File: src/design/mse_pkg.sv
// Shared types, opcode constants and register reset values for the MIPS subset execute block.
`default_nettype none

package mse_pkg;

	localparam logic [31:0] HALT_PC  = 32'hffff_ffff;
	localparam logic [31:0] SP_RESET = 32'h0100_0000;

	localparam logic [4:0] REG_ZERO = 5'd0;
	localparam logic [4:0] REG_V0   = 5'd2;
	localparam logic [4:0] REG_SP   = 5'd29;
	localparam logic [4:0] REG_RA   = 5'd31;

	localparam logic [5:0] OP_SPECIAL = 6'h00;
	localparam logic [5:0] OP_J       = 6'h02;
	localparam logic [5:0] OP_JAL     = 6'h03;
	localparam logic [5:0] OP_BEQ     = 6'h04;
	localparam logic [5:0] OP_BNE     = 6'h05;
	localparam logic [5:0] OP_ADDIU   = 6'h09;
	localparam logic [5:0] OP_SLTI    = 6'h0a;
	localparam logic [5:0] OP_SLTIU   = 6'h0b;
	localparam logic [5:0] OP_ORI     = 6'h0d;
	localparam logic [5:0] OP_LUI     = 6'h0f;
	localparam logic [5:0] OP_LW      = 6'h23;
	localparam logic [5:0] OP_SW      = 6'h2b;

	localparam logic [5:0] FN_SLL  = 6'h00;
	localparam logic [5:0] FN_SRL  = 6'h02;
	localparam logic [5:0] FN_JR   = 6'h08;
	localparam logic [5:0] FN_ADD  = 6'h20;
	localparam logic [5:0] FN_ADDU = 6'h21;
	localparam logic [5:0] FN_SUB  = 6'h22;
	localparam logic [5:0] FN_SUBU = 6'h23;
	localparam logic [5:0] FN_AND  = 6'h24;
	localparam logic [5:0] FN_OR   = 6'h25;
	localparam logic [5:0] FN_NOR  = 6'h27;
	localparam logic [5:0] FN_SLT  = 6'h2a;
	localparam logic [5:0] FN_SLTU = 6'h2b;

	typedef struct packed {
		logic        en;
		logic [4:0]  idx;
		logic [31:0] data;
	} rf_wr_t;

	function automatic logic [31:0] rf_reset_val(input logic [4:0] idx);
		logic [31:0] v;
		case (idx)
			REG_SP: v = SP_RESET;
			REG_RA: v = HALT_PC;
			default: v = 32'd0;
		endcase
		return v;
	endfunction

endpackage

`default_nettype wire

File: src/design/mse_regfile.sv
// Register file memory with per-entry valid bits, reset values and write forwarding.
`default_nettype none

module mse_regfile
	import mse_pkg::*;
(
	input  wire logic        clk,
	input  wire logic        arst_n,
	input  wire logic        rd_en,
	input  wire logic [4:0]  ra,
	input  wire logic [4:0]  rb,
	input  wire rf_wr_t      wr,
	output logic      [31:0] rda,
	output logic      [31:0] rdb
);

	logic [31:0] mem [32];
	logic [31:0] rdat_a_q, rdat_b_q;
	logic [31:0] fwd_a_q, fwd_b_q;
	logic [4:0]  ra_q, rb_q;
	logic [31:0] vld_q;
	logic        vld_a_q, vld_b_q;
	logic        hit_a_q, hit_b_q;

	always_ff @(posedge clk) begin
		if (wr.en) begin
			mem[wr.idx] <= wr.data;
		end
		if (rd_en) begin
			rdat_a_q <= mem[ra];
			rdat_b_q <= mem[rb];
			fwd_a_q  <= wr.data;
			fwd_b_q  <= wr.data;
			ra_q     <= ra;
			rb_q     <= rb;
		end
	end

	always_ff @(posedge clk or negedge arst_n) begin
		if (!arst_n) begin
			vld_q   <= '0;
			vld_a_q <= 1'b0;
			vld_b_q <= 1'b0;
			hit_a_q <= 1'b0;
			hit_b_q <= 1'b0;
		end else begin
			if (wr.en) begin
				vld_q[wr.idx] <= 1'b1;
			end
			if (rd_en) begin
				vld_a_q <= vld_q[ra];
				vld_b_q <= vld_q[rb];
				hit_a_q <= wr.en && (wr.idx == ra);
				hit_b_q <= wr.en && (wr.idx == rb);
			end
		end
	end

	assign rda = hit_a_q ? fwd_a_q : (vld_a_q ? rdat_a_q : rf_reset_val(ra_q));
	assign rdb = hit_b_q ? fwd_b_q : (vld_b_q ? rdat_b_q : rf_reset_val(rb_q));

endmodule

`default_nettype wire

File: config.mk
export PLATFORM = sky130hd
export DESIGN_NAME = mse_regfile
export DESIGN_NICKNAME = d
export VERILOG_FILES = /design/src/design/mse_pkg.sv /design/src/design/mse_regfile.sv
export SDC_FILE = /design/constraint.sdc
export NUM_CORES = 1
export LEC_CHECK = 0
export BUFFER_PORTS_ARGS = -buffer_cell sky130_fd_sc_hd__buf_4
export CORE_MARGIN = 8
export CORE_UTILIZATION = 45
export DETAILED_ROUTE_END_ITERATION = 8
export PLACE_DENSITY = 0.67
export RECOVER_POWER = 100
export SLEW_MARGIN = 15
export SYNTH_ARGS = -nofsm -noshare
export SYNTH_HDL_FRONTEND = slang
export SYNTH_SLANG_ARGS = --single-unit
File: constraint.sdc
create_clock -name clk -period 2 [get_ports clk]
set_input_delay 0 -clock clk [delete_from_list [all_inputs] [get_ports clk]]
set_output_delay 0 -clock clk [all_outputs]
set_load 0.01 [all_outputs]
-- Yosys cells after proc, flatten, opt, wreduce, memory -nomap -nowiden
Memory sizes are Yosys's and may differ from the RTL's. A register that Yosys moved wholly into a read port is not among the register bits.
Index checks and enable logic that the tools add are counted.
- bitwise gates (word level): 1
- $lt $le $gt $ge: 4
- reductions and logical operators: 3
- equal/unequal tests: 6
- mux-type cells: 14
- operator list (cell ; count):
    32-bit two-way mux ; 4
    32-bit case mux with 2 select lines ; 2
    32-bit bitwise OR ; 1
    5-bit equality test, second input constant ; 4
    5-bit by 6-bit < comparator with 1-bit output, second input constant ; 3
    1-bit binary-select mux with 5-bit select ; 2
    5-bit equality test ; 2
    1-bit demux with 5-bit select ; 1
    5-bit by 1-bit >= comparator with 1-bit output, second input constant ; 1
    1-bit two-way mux ; 5
    1-bit logical AND ; 3
- input bits: 51
- bits in registers: 78
- memories kept: 1
- word-level logic and storage cells: 37
- memory bits (writable): 1024
- output and inout port bits: 64
- memory list (memory ; depth ; width ; read ports ; clocked after memory_dff ; wr ports ; line ; RTL):
    mem ; 32 ; 32 ; 2 ; 2 ; 1 ; mse_regfile.sv:17 ; logic [31:0] mem [32];

-- Logic depth before layout (Yosys ltp)
Gate-level depths: netlist of the first run.
- depth after elaboration: 5
- gate-level depth with buffers: 9
- mapped depth without buffers: 5

-- Worst setup path before layout of the first run
Ideal clock, no wire load.
- kind: input to register
- start point: input port wr[36] in the netlist's numbering
- end point: memory mem[16][0] (enable)
- data required time: 1.578 ns
- setup time: 0.422 ns
- path buffers: 1
- path slack: -0.506 ns
- cell stages on the path: 4
- arrival: 2.084 ns
- cell sequence: clkbuf_1 -> inv_1 -> or3_1 -> nor2_1
- RTL lines (what ; line ; RTL):
    from (decl) ; mse_regfile.sv:12 ; input wire rf_wr_t wr,
    to (decl) ; mse_regfile.sv:17 ;
No word-level cell before the write port.

-- Worst setup path in the final report of the first run
- start point: register rb_q[2]
- end point: output port rdb[6]
- word-level cells in the longest chain between the ends: 4
- elaborated cells between the ends (all ways): 5
- those cells by class: eq/ne: 2; mux: 3
- ends and longest elaborated chain (what ; line ; RTL):
    from (decl) ; mse_regfile.sv:20 ; logic [4:0] ra_q, rb_q;
    from (signal assigned) ; mse_regfile.sv:35 ; rb_q <= rb;
    5-bit equality test ; mse_pkg.sv:48 ; case (idx)
    32-bit case mux with 2 select lines * ; mse_pkg.sv:48 ;
    32-bit two-way mux * (2 in series) ; mse_regfile.sv:60 ; assign rdb = hit_b_q ? fwd_b_q : (vld_b_q ? rdat_b_q : rf_reset_val(rb_q));
    to (decl) ; mse_regfile.sv:14 ; output logic [31:0] rdb
Mark *: on every way between the ends. The rest lies on a longest branch, timed or not.

==> results of run 1 <==
==> where the power goes <==
part	switching (mW)	leakage, nW	internal [mW]	total (mW)
Combinational	3.02	7.61	2.91	5.93
Clock	9.32	1.84	12.7	22.0
Sequential	0.377	10.7	27.5	27.9
Total	12.7	20.1	43.1	55.8
==> flip-flops by register name, summed over array words and instances, names as in the netlist <==
register / flops
vld_a_q: 1
fwd_b_q: 32
mem: 1024
ra_q: 5
rdat_a_q: 32
vld_b_q: 1
hit_b_q: 1
rdat_b_q: 32
rb_q: 5
hit_a_q: 1
vld_q: 32
==> how the worst min path moves through the flow <==
stage               startpoint     endpoint  depth (start not counted)
floorplan               arst_n      hit_a_q                          0
global placement        arst_n      hit_a_q                          1
detailed placement      arst_n      hit_a_q                          1
CTS                     wr[33]  mem[19][17]                          5
global route            wr[34]   mem[28][9]                          4
finish                  wr[34]  mem[30][11]                          4
==> cell type report <==
type	instances	area share (%)
Sequential cell	1166	55.71
Multi-Input combinational cell	1011	28.01
Timing Repair Buffer	426	6.907
Clock buffer	143	4.918
Tap cell	1524	3.049
Clock inverter	66	1.165
Inverter	38	0.2281
Antenna cell	2	0.008004
==> cells in the mapped netlist (all sizes together) <==
cell type	n	area share, %
a211oi	3	0.043
and3	2	0.024
nor2	38	0.27
and2	2	0.024
mux2i	32	0.61
a22oi	6	0.085
nand2b	4	0.047
a31oi	2	0.024
a41oi	2	0.033
a222oi	1	0.019
a22o	2	0.033
or2	32	0.38
or3	4	0.047
nand3b	2	0.028
mux4	640	27
nand2	11	0.078
nand3	8	0.076
dfrtp	36	1.7
o21ai	3	0.028
inv	38	0.27
buf	91	1.0
mux2	64	1.4
clkbuf	93	0.66
a21o	2	0.028
edfxtp	1130	64
o32ai	1	0.017
xor2	1	0.017
nor2b	4	0.047
o22ai	1	0.012
xnor2	6	0.10
nand4	6	0.071
a21oi	132	1.3
==> repair_timing <==
action,4_1_cts,5_1_grt
setup endpoints to repair,61,73
setup buffers,3,6
gates resized for setup,113,42
endpoints found under the hold margin,1210,1
hold buffers,53,1
pin swaps,2,0
gates cloned,2,1
==> layer usage <==
layer / GRT usage (%) / up-vias / part of all wire [%]
li1: - / 11234 / -
met1: 34.91 / 15836 / 38
met2: 38.23 / 2037 / 47
met3: 6.399 / 300 / 13
met4: 7.439 / 0 / 3.2
met5: 0 / - / 0
==> cell families (layout without fill, tap and decap cells) <==
| group | after synthesis | after routing | share of synthesized area (%) |
|---|---|---|---|
| DFF | 1166 | 1166 | 65.98 |
| buffers and inverters | 222 | 673 | 1.958 |
| xor gates and xnor gates | 7 | 7 | 0.1161 |
| muxes | 736 | 736 | 29.28 |
| AOI/OAI and AO/OA | 155 | 155 | 1.574 |
| other | 0 | 2 | 0 |
| and+or+nand+nor | 113 | 113 | 1.093 |
==> worst max-delay path, cell delays in order, from the launching register on <==
cell	delay, ns
sky130_fd_sc_hd__edfxtp_1	0.37
sky130_fd_sc_hd__nand4_1	0.12
sky130_fd_sc_hd__nor2_2	0.06
sky130_fd_sc_hd__a21o_4	0.28
sky130_fd_sc_hd__buf_12	0.17
sky130_fd_sc_hd__buf_16	0.17
sky130_fd_sc_hd__a21oi_4	0.22
sky130_fd_sc_hd__a21oi_2	0.06
sky130_fd_sc_hd__buf_4	0.18
==> metrics by stage <==
| stage | TNS, ns | cells | hold WS [ns] |
|---|---|---|---|
| after CTS | -13.60 | 4369 | 0.2015 |
| after global placement | -5.158 | 4102 | -0.01610 |
| after global routing | -38.57 | 4376 | 0.1894 |
| final | -31.91 | 4376 | 0.2093 |
| after floorplan | -392.55 | 2399 | -0.2956 |
| after detailed placement | -5.897 | 4102 | -0.006057 |
==> results summary, run 1 <==
In this run the critical register-to-register path is launched from mem[27][21]. The first global-routing pass estimated 225500 microns of wire. The count of nets left with antenna violations after detail routing came out at 0. The ratio of routed vias to standard cells is 6.720. The kind of critical path is reg2out. Relative to the synthesized area, the layout overhead comes to 18.45%.

The synthesis warning total is 0. Clock tree synthesis found a total of 1166 sinks. The slew at the pin closest to its max-slew limit came out at 1.605 ns. The most common cell after layout, fill and taps aside is sky130_fd_sc_hd__edfxtp_1. The cell area reported after detailed placement came out at 58420 sq um. The largest fanout on the critical path came out at 6. The critical path arrival is 2.35 ns. The worst slack after detailed placement came out at -0.1633 ns. Across every metal layer, demand over resource in global routing totals 24.75%. Summed over all layers, the global routing overflow is 0. The starting density of the core is 45.43%. The site row count is 125. The run finished, with violations left. The number of placed I/O pins is 115. Setup repair after global routing could not meet its margin everywhere.

The final count of hold timing violations is 0. The count of buffers from port buffering came out at 114. After clock tree synthesis, the clock-pin slew on the worst setup and hold paths is 0.06 ns.

The normalized max-slew margin came out at -6.982%. The wire length per cell came out at 36.41 microns. The count of state elements after synthesis came out at 1166.

After filler insertion, the fill cell instance count of the layout stands at 8755. In this run the clock root is driven by a sky130_fd_sc_hd__clkbuf_16. The ratio of cells with drive above 1 in the final layout came out at 46.53%. The tightest min-delay check is of the in2reg type. The first detailed-routing pass ran for 5 iterations.

The analysis attributes to cell leakage a power of 20.13 nW. The net count of the mapped netlist came out at 2450. The overall die width is 358.5 microns. The starting DRC count in detailed routing came out at 4021. In this run the cell area of the synthesized design comes to 52790 sq um. The areal power density over the cells came out at 892.4 nW/um^2.

Counting I/O delays and the setup requirement, the final critical path takes 2.350 ns. The area of all placed cells without fillers came out at 62530 sq um. The element type at the critical path end is a primary output. After technology mapping, the gate count stands at 2399.

The clock latency on the worst-skew pair came out at 0.71 ns. The total area inside the core boundary comes to 116200 sq um. The number of global-route vias before repair is 30315. The maximum clock rate is 425.6 MHz. The utilization after layout is 53.81%.

The residual DRC count is 0. The design draws 55.80 mW. The number of levels the H-tree was split into came out at 3. The largest net degree at the start of global routing is 43.

The total clock buffers created by CTS came out at 115. Counting cells, the worst reg-to-reg path comes to 3. The number of nets in the finished design came out at 2809. Counting along the longest clock path gives a buffer depth of 3. The total wire length came out at 159300 microns. The maximum VDD drop came out at 0.0008390 V. The max-slew violation count is 34. The overall die area came out at 128500 sq um. The post-synthesis area per instance is 22.01 sq um. The final weighted congestion in routability-driven placement came out at 0.8242.

The checks that failed: capacitance limit, slew limit, setup timing. The number of library cell types mapped by synthesis came out at 35. In the layout the commonest cells are sky130_fd_sc_hd__edfxtp_1, sky130_fd_sc_hd__mux4_2, sky130_fd_sc_hd__buf_4. The register area came out at 34840 sq um.

Across all setup checks in the final design, the least slack found is -0.3497 ns. The register area share after synthesis came out at 65.98%. The kind of start point of the critical path is a flop.

TritonCTS built the clock tree. The register-to-register setup slack came out at 0 ns. The count of endpoints failing setup in the final report came out at 235.

Across the run, the number of max-cap violations was 1. The largest clock skew in the final design is 0.02531 ns. The critical path required time came out at 2.00 ns. The number of antenna violations at the first check in global routing is 8. The most critical setup path has its startpoint at rb_q[2]. Following the worst setup path forward leads to its endpoint at rdb[6]. Detailed placement ended at an HPWL of 93440 microns. The worst register-to-register path ends at rdat_b_q[21]. The part of the cycle the worst path needs is 117.5%.

The final route contains 29407 vias. The vertical extent of the die is 358.5 microns. The multi-input gate area in the final layout is 17520 sq um.
No activity file was read; power rests on OpenSTA's default activity.
==> run 2, diff against run 1 <==
--- a/config.mk
+++ b/config.mk
@@ -9,7 +9,6 @@
 export CORE_MARGIN = 8
 export CORE_UTILIZATION = 45
 export DETAILED_ROUTE_END_ITERATION = 8
-export PLACE_DENSITY = 0.67
 export RECOVER_POWER = 100
 export SLEW_MARGIN = 15
 export SYNTH_ARGS = -nofsm -noshare
==> constraint.sdc (replaced) <==
create_clock -name clk -period 2 [get_ports clk]
set_input_delay 0 -clock clk [delete_from_list [all_inputs] [get_ports clk]]
set_output_delay 0 -clock clk [all_outputs]
set_load 0.02 [all_outputs]
==> run 2 against run 1 <==
Effect of this change:
- the run still ends with capacitance limit, slew limit, setup timing left
- maximum frequency rose by 0.75%
- total power is 1.6% higher
- combinational power increased by 9.3%
- critical path type is now in2reg
- largest cell class unchanged
==> results summary, run 2 (synthesis results as in run 1) <==
The run finished, with violations left. Leaving out fill and tap cells, the most frequent cells in the layout are sky130_fd_sc_hd__edfxtp_1, sky130_fd_sc_hd__mux4_2, sky130_fd_sc_hd__clkbuf_16. The critical path required time is 2.48 ns (+0.48 ns).

The ratio of routed vias to standard cells is 6.612 (-1.6%). The starting DRC count in detailed routing came out at 3255 (-19%). The utilization after layout came out at 54.59% (+0.78 points). The total track usage is 25.29% (+0.54 points). The vertical extent of the die is 358.5 microns (unchanged). The switching power share of the total came out at 22.98% (+0.18 points). The top cell family by delay on the critical path is buffers and inverters. The overall die width came out at 358.5 microns (unchanged). The count of endpoints failing setup in the final report came out at 185 (-21%).

The worst setup path is of the in2reg kind. The cell repeated most along the worst path is sky130_fd_sc_hd__dlygate4sd3_1. The normalized max-slew margin was -5.803% (+1.2 points). The cell-internal power was 43.67 mW (+1.4%). The final reports fail on capacitance limit, slew limit, setup timing.

The maximum VDD drop is 0.0007433 V (-11%). The first-pass GRT wire length was 229500 microns (+1.8%). The part of the cycle the worst path needs is 116.6% (-0.88 points).

The remaining global-route overflow was 0 (unchanged). The leakage power figure is 20.41 nW (+1.4%). The delay of the slowest cell on the worst path came out at 0.60 ns (+0.23 ns). The largest register by flop count is mem. The multi-input gate area in the final layout came to 17830 sq um (+1.8%). The total negative setup slack came out at -26.40 ns (+5.510 ns). The clock edge transition at the registers on the reported setup and hold paths came out at 0.06 ns (about the same).

The CTS tree is built. The placeable core area is 116200 sq um (unchanged). The residual DRC count came to 0 (unchanged). The final antenna diode count is 0 (-2). The areal power density over the cells came out at 893.6 nW/um^2 (+0.14%). The overall die area is 128500 sq um (unchanged).

The sink count of the clock tree came out at 1166 (unchanged). The number of iterations in the first detailed-routing pass came out at 8 (+3). The number of nets in the finished design was 2833 (+0.85%). The critical path goes through dlygate4sd3_1 -> clkbuf_1 -> buf_12 -> buf_4 -> nor2b_1 -> a21oi_2 -> nand4_1 -> dlygate4sd3_1 -> a41oi_2. The site row count is 125 (unchanged). The number of levels the H-tree was split into is 3 (unchanged). The clock latency on the worst-skew pair came out at 0.71 ns (about the same). The kind of start point of the critical path is a primary input. The total net switching power is 13.03 mW (+2.4%). The cell area reported after detailed placement came to 58540 sq um (+0.21%). The total wire length is 162000 microns (+1.7%).

The most common cell after layout, fill and taps aside is sky130_fd_sc_hd__edfxtp_1. Among all stages on the critical path, the largest delay is contributed by sky130_fd_sc_hd__dlygate4sd3_1. The relative contribution of the clock network to total power is 39.4% (about the same).

The largest fanout on the critical path is 7 (+1). The starting density of the core came out at 45.43% (unchanged). The number of vias in the routed layout was 29113 (-1.0%). The number of placed I/O pins is 115 (unchanged). The total half-perimeter wirelength after legalization and detailed placement came out at 96670 microns (+3.5%).

The sequential share of power was 49.2% (-0.7 points). The critical path arrival is 2.81 ns (+0.46 ns). The maximum clock rate came out at 428.8 MHz (+0.75%).

Setup repair after global routing could not meet its margin everywhere. STA classifies the critical path endpoint as a flop. The number of flip-flops under the largest register name is 1024 (unchanged). The largest clock skew in the final design is 0.02156 ns (-0.003752 ns).

The maximum clock path buffer count is 3 (unchanged). The total clock buffers created by CTS came out at 119 (+3.5%). The register area is 34840 sq um (unchanged). The slew at the pin closest to its max-slew limit was 1.587 ns (-0.01768 ns).

The final weighted congestion in routability-driven placement came to 0.8377 (+1.6%). The path category of the worst min-delay check is in2reg. The final setup slack of the worst path was -0.3321 ns (+0.01756 ns). The max-slew violation count is 13 (-62%). The final count of hold timing violations is 0 (unchanged). The number of max-cap violations is 1 (unchanged). The total buffers and inverters traversed by the critical path is 5 (+2). The tree is rooted in a sky130_fd_sc_hd__clkbuf_16. The count of nets left with antenna violations after detail routing was 0 (unchanged).

The number of global-route vias before repair is 30432 (+0.39%). The final-layout fill cell count is 8661 (-1.1%). The final critical delay including setup and external delays came out at 2.332 ns (-0.01756 ns). The growth of design area from synthesis to finish is 20.17%.

The area of all placed cells without fillers is 63440 sq um (+1.5%). The wire length per cell is 36.79 microns (+1.1%). The power share of the combinational group is 11.4% (+0.8 points). The count of buffers from port buffering came out at 114 (unchanged).

The number of antenna violations at the first check in global routing was 8 (unchanged). The largest net degree at the start of global routing is 38 (-12%). The ratio of cells with drive above 1 in the final layout came to 47.90% (+1.4 points).
## run 2: changes by cell type in the layout (fill, tap and decap cells not counted), sizes merged, moves of 2 or more
| cell | delta |
|---|---|
| clkinvlp | -2 |
| buf | +15 |
| diode | -2 |
| bufbuf | +2 |
| inv | -3 |
| clkbuf | +2 |
| clkinv | +16 |
## run 2: timing repair
| action | 4_1_cts | 5_1_grt |
|---|---|---|
| endpoints found under the hold margin | 1152 | 0 |
| cloned | 6 | 0 |
| pin swaps | 7 | 7 |
| setup endpoints to repair | 64 | 65 |
| buffers inserted | 12 | 6 |
| hold buffers | 53 | 0 |
| gates resized for setup | 186 | 69 |
## run 2: worst reg2reg max path: cells and delay by family, from the launching register on
| kind | cells | cell delay (ns) |
|---|---|---|
| DFF | 1 | 0.42 |
| muxes | 3 | 1.31 |
## run 2: path summary, 6_finish.rpt
check | start | end | cells past startpoint | slack [ns]
worst max-delay path | rb[1] | vld_b_q | 9 | -0.33
worst min-delay path | rb[2] | rdat_b_q[27] | 3 | 0.17
worst max register to register | mem[18][3] | rdat_b_q[3] | 3 | 0
worst min register to register | vld_q[6] | vld_q[6] | 1 | 0.49
max in group asynchronous | arst_n | vld_a_q | 4 | 0.63
min in group asynchronous | arst_n | hit_a_q | 4 | 0.68
## run 2: final cells by class
class | count | share of cell area, %
timing repair buffer | 446 | 7.591
inverter | 38 | 0.2248
clock buffer | 141 | 4.992
multi-input combinational | 1011 | 28.11
clock inverter | 77 | 1.164
tap | 1524 | 3.006
sequential | 1166 | 54.91
## run 2: per-layer routing
layer / track usage (%) / wire length, microns
met5: 0 / 0
met1: 35.97 / 64310
met4: 6.462 / 4732
met3: 4.310 / 14750
met2: 40.96 / 78200
## run 2: per-stage QoR
| stage | instances | worst slack (ns) | total power [mW] | hold slack [ns] |
|---|---|---|---|---|
| 2_1_floorplan | 2399 | -0.5057 | 31.44 | -0.2956 |
| 3_3_place_gp | 4113 | -0.2072 | 34.03 | -0.006410 |
| 3_5_place_dp | 4113 | -0.2269 | 34.13 | 0.01169 |
| 4_1_cts | 4400 | -0.3193 | 56.94 | 0.008237 |
| 5_1_grt | 4403 | -0.3607 | 58.20 | 0.1571 |
| 6_report | 4403 | -0.3321 | 56.69 | 0.1686 |
## run 2: power by group through the flow
stage               clock network, mW  registers [mW]  logic (mW)
finish                           22.3            27.9        6.48
global route                     23.5            27.9        6.79
CTS                              22.6            27.8        6.47
detailed placement                  0            28.3        5.84
global placement                    0            28.3        5.77
floorplan                           0            28.2        3.29
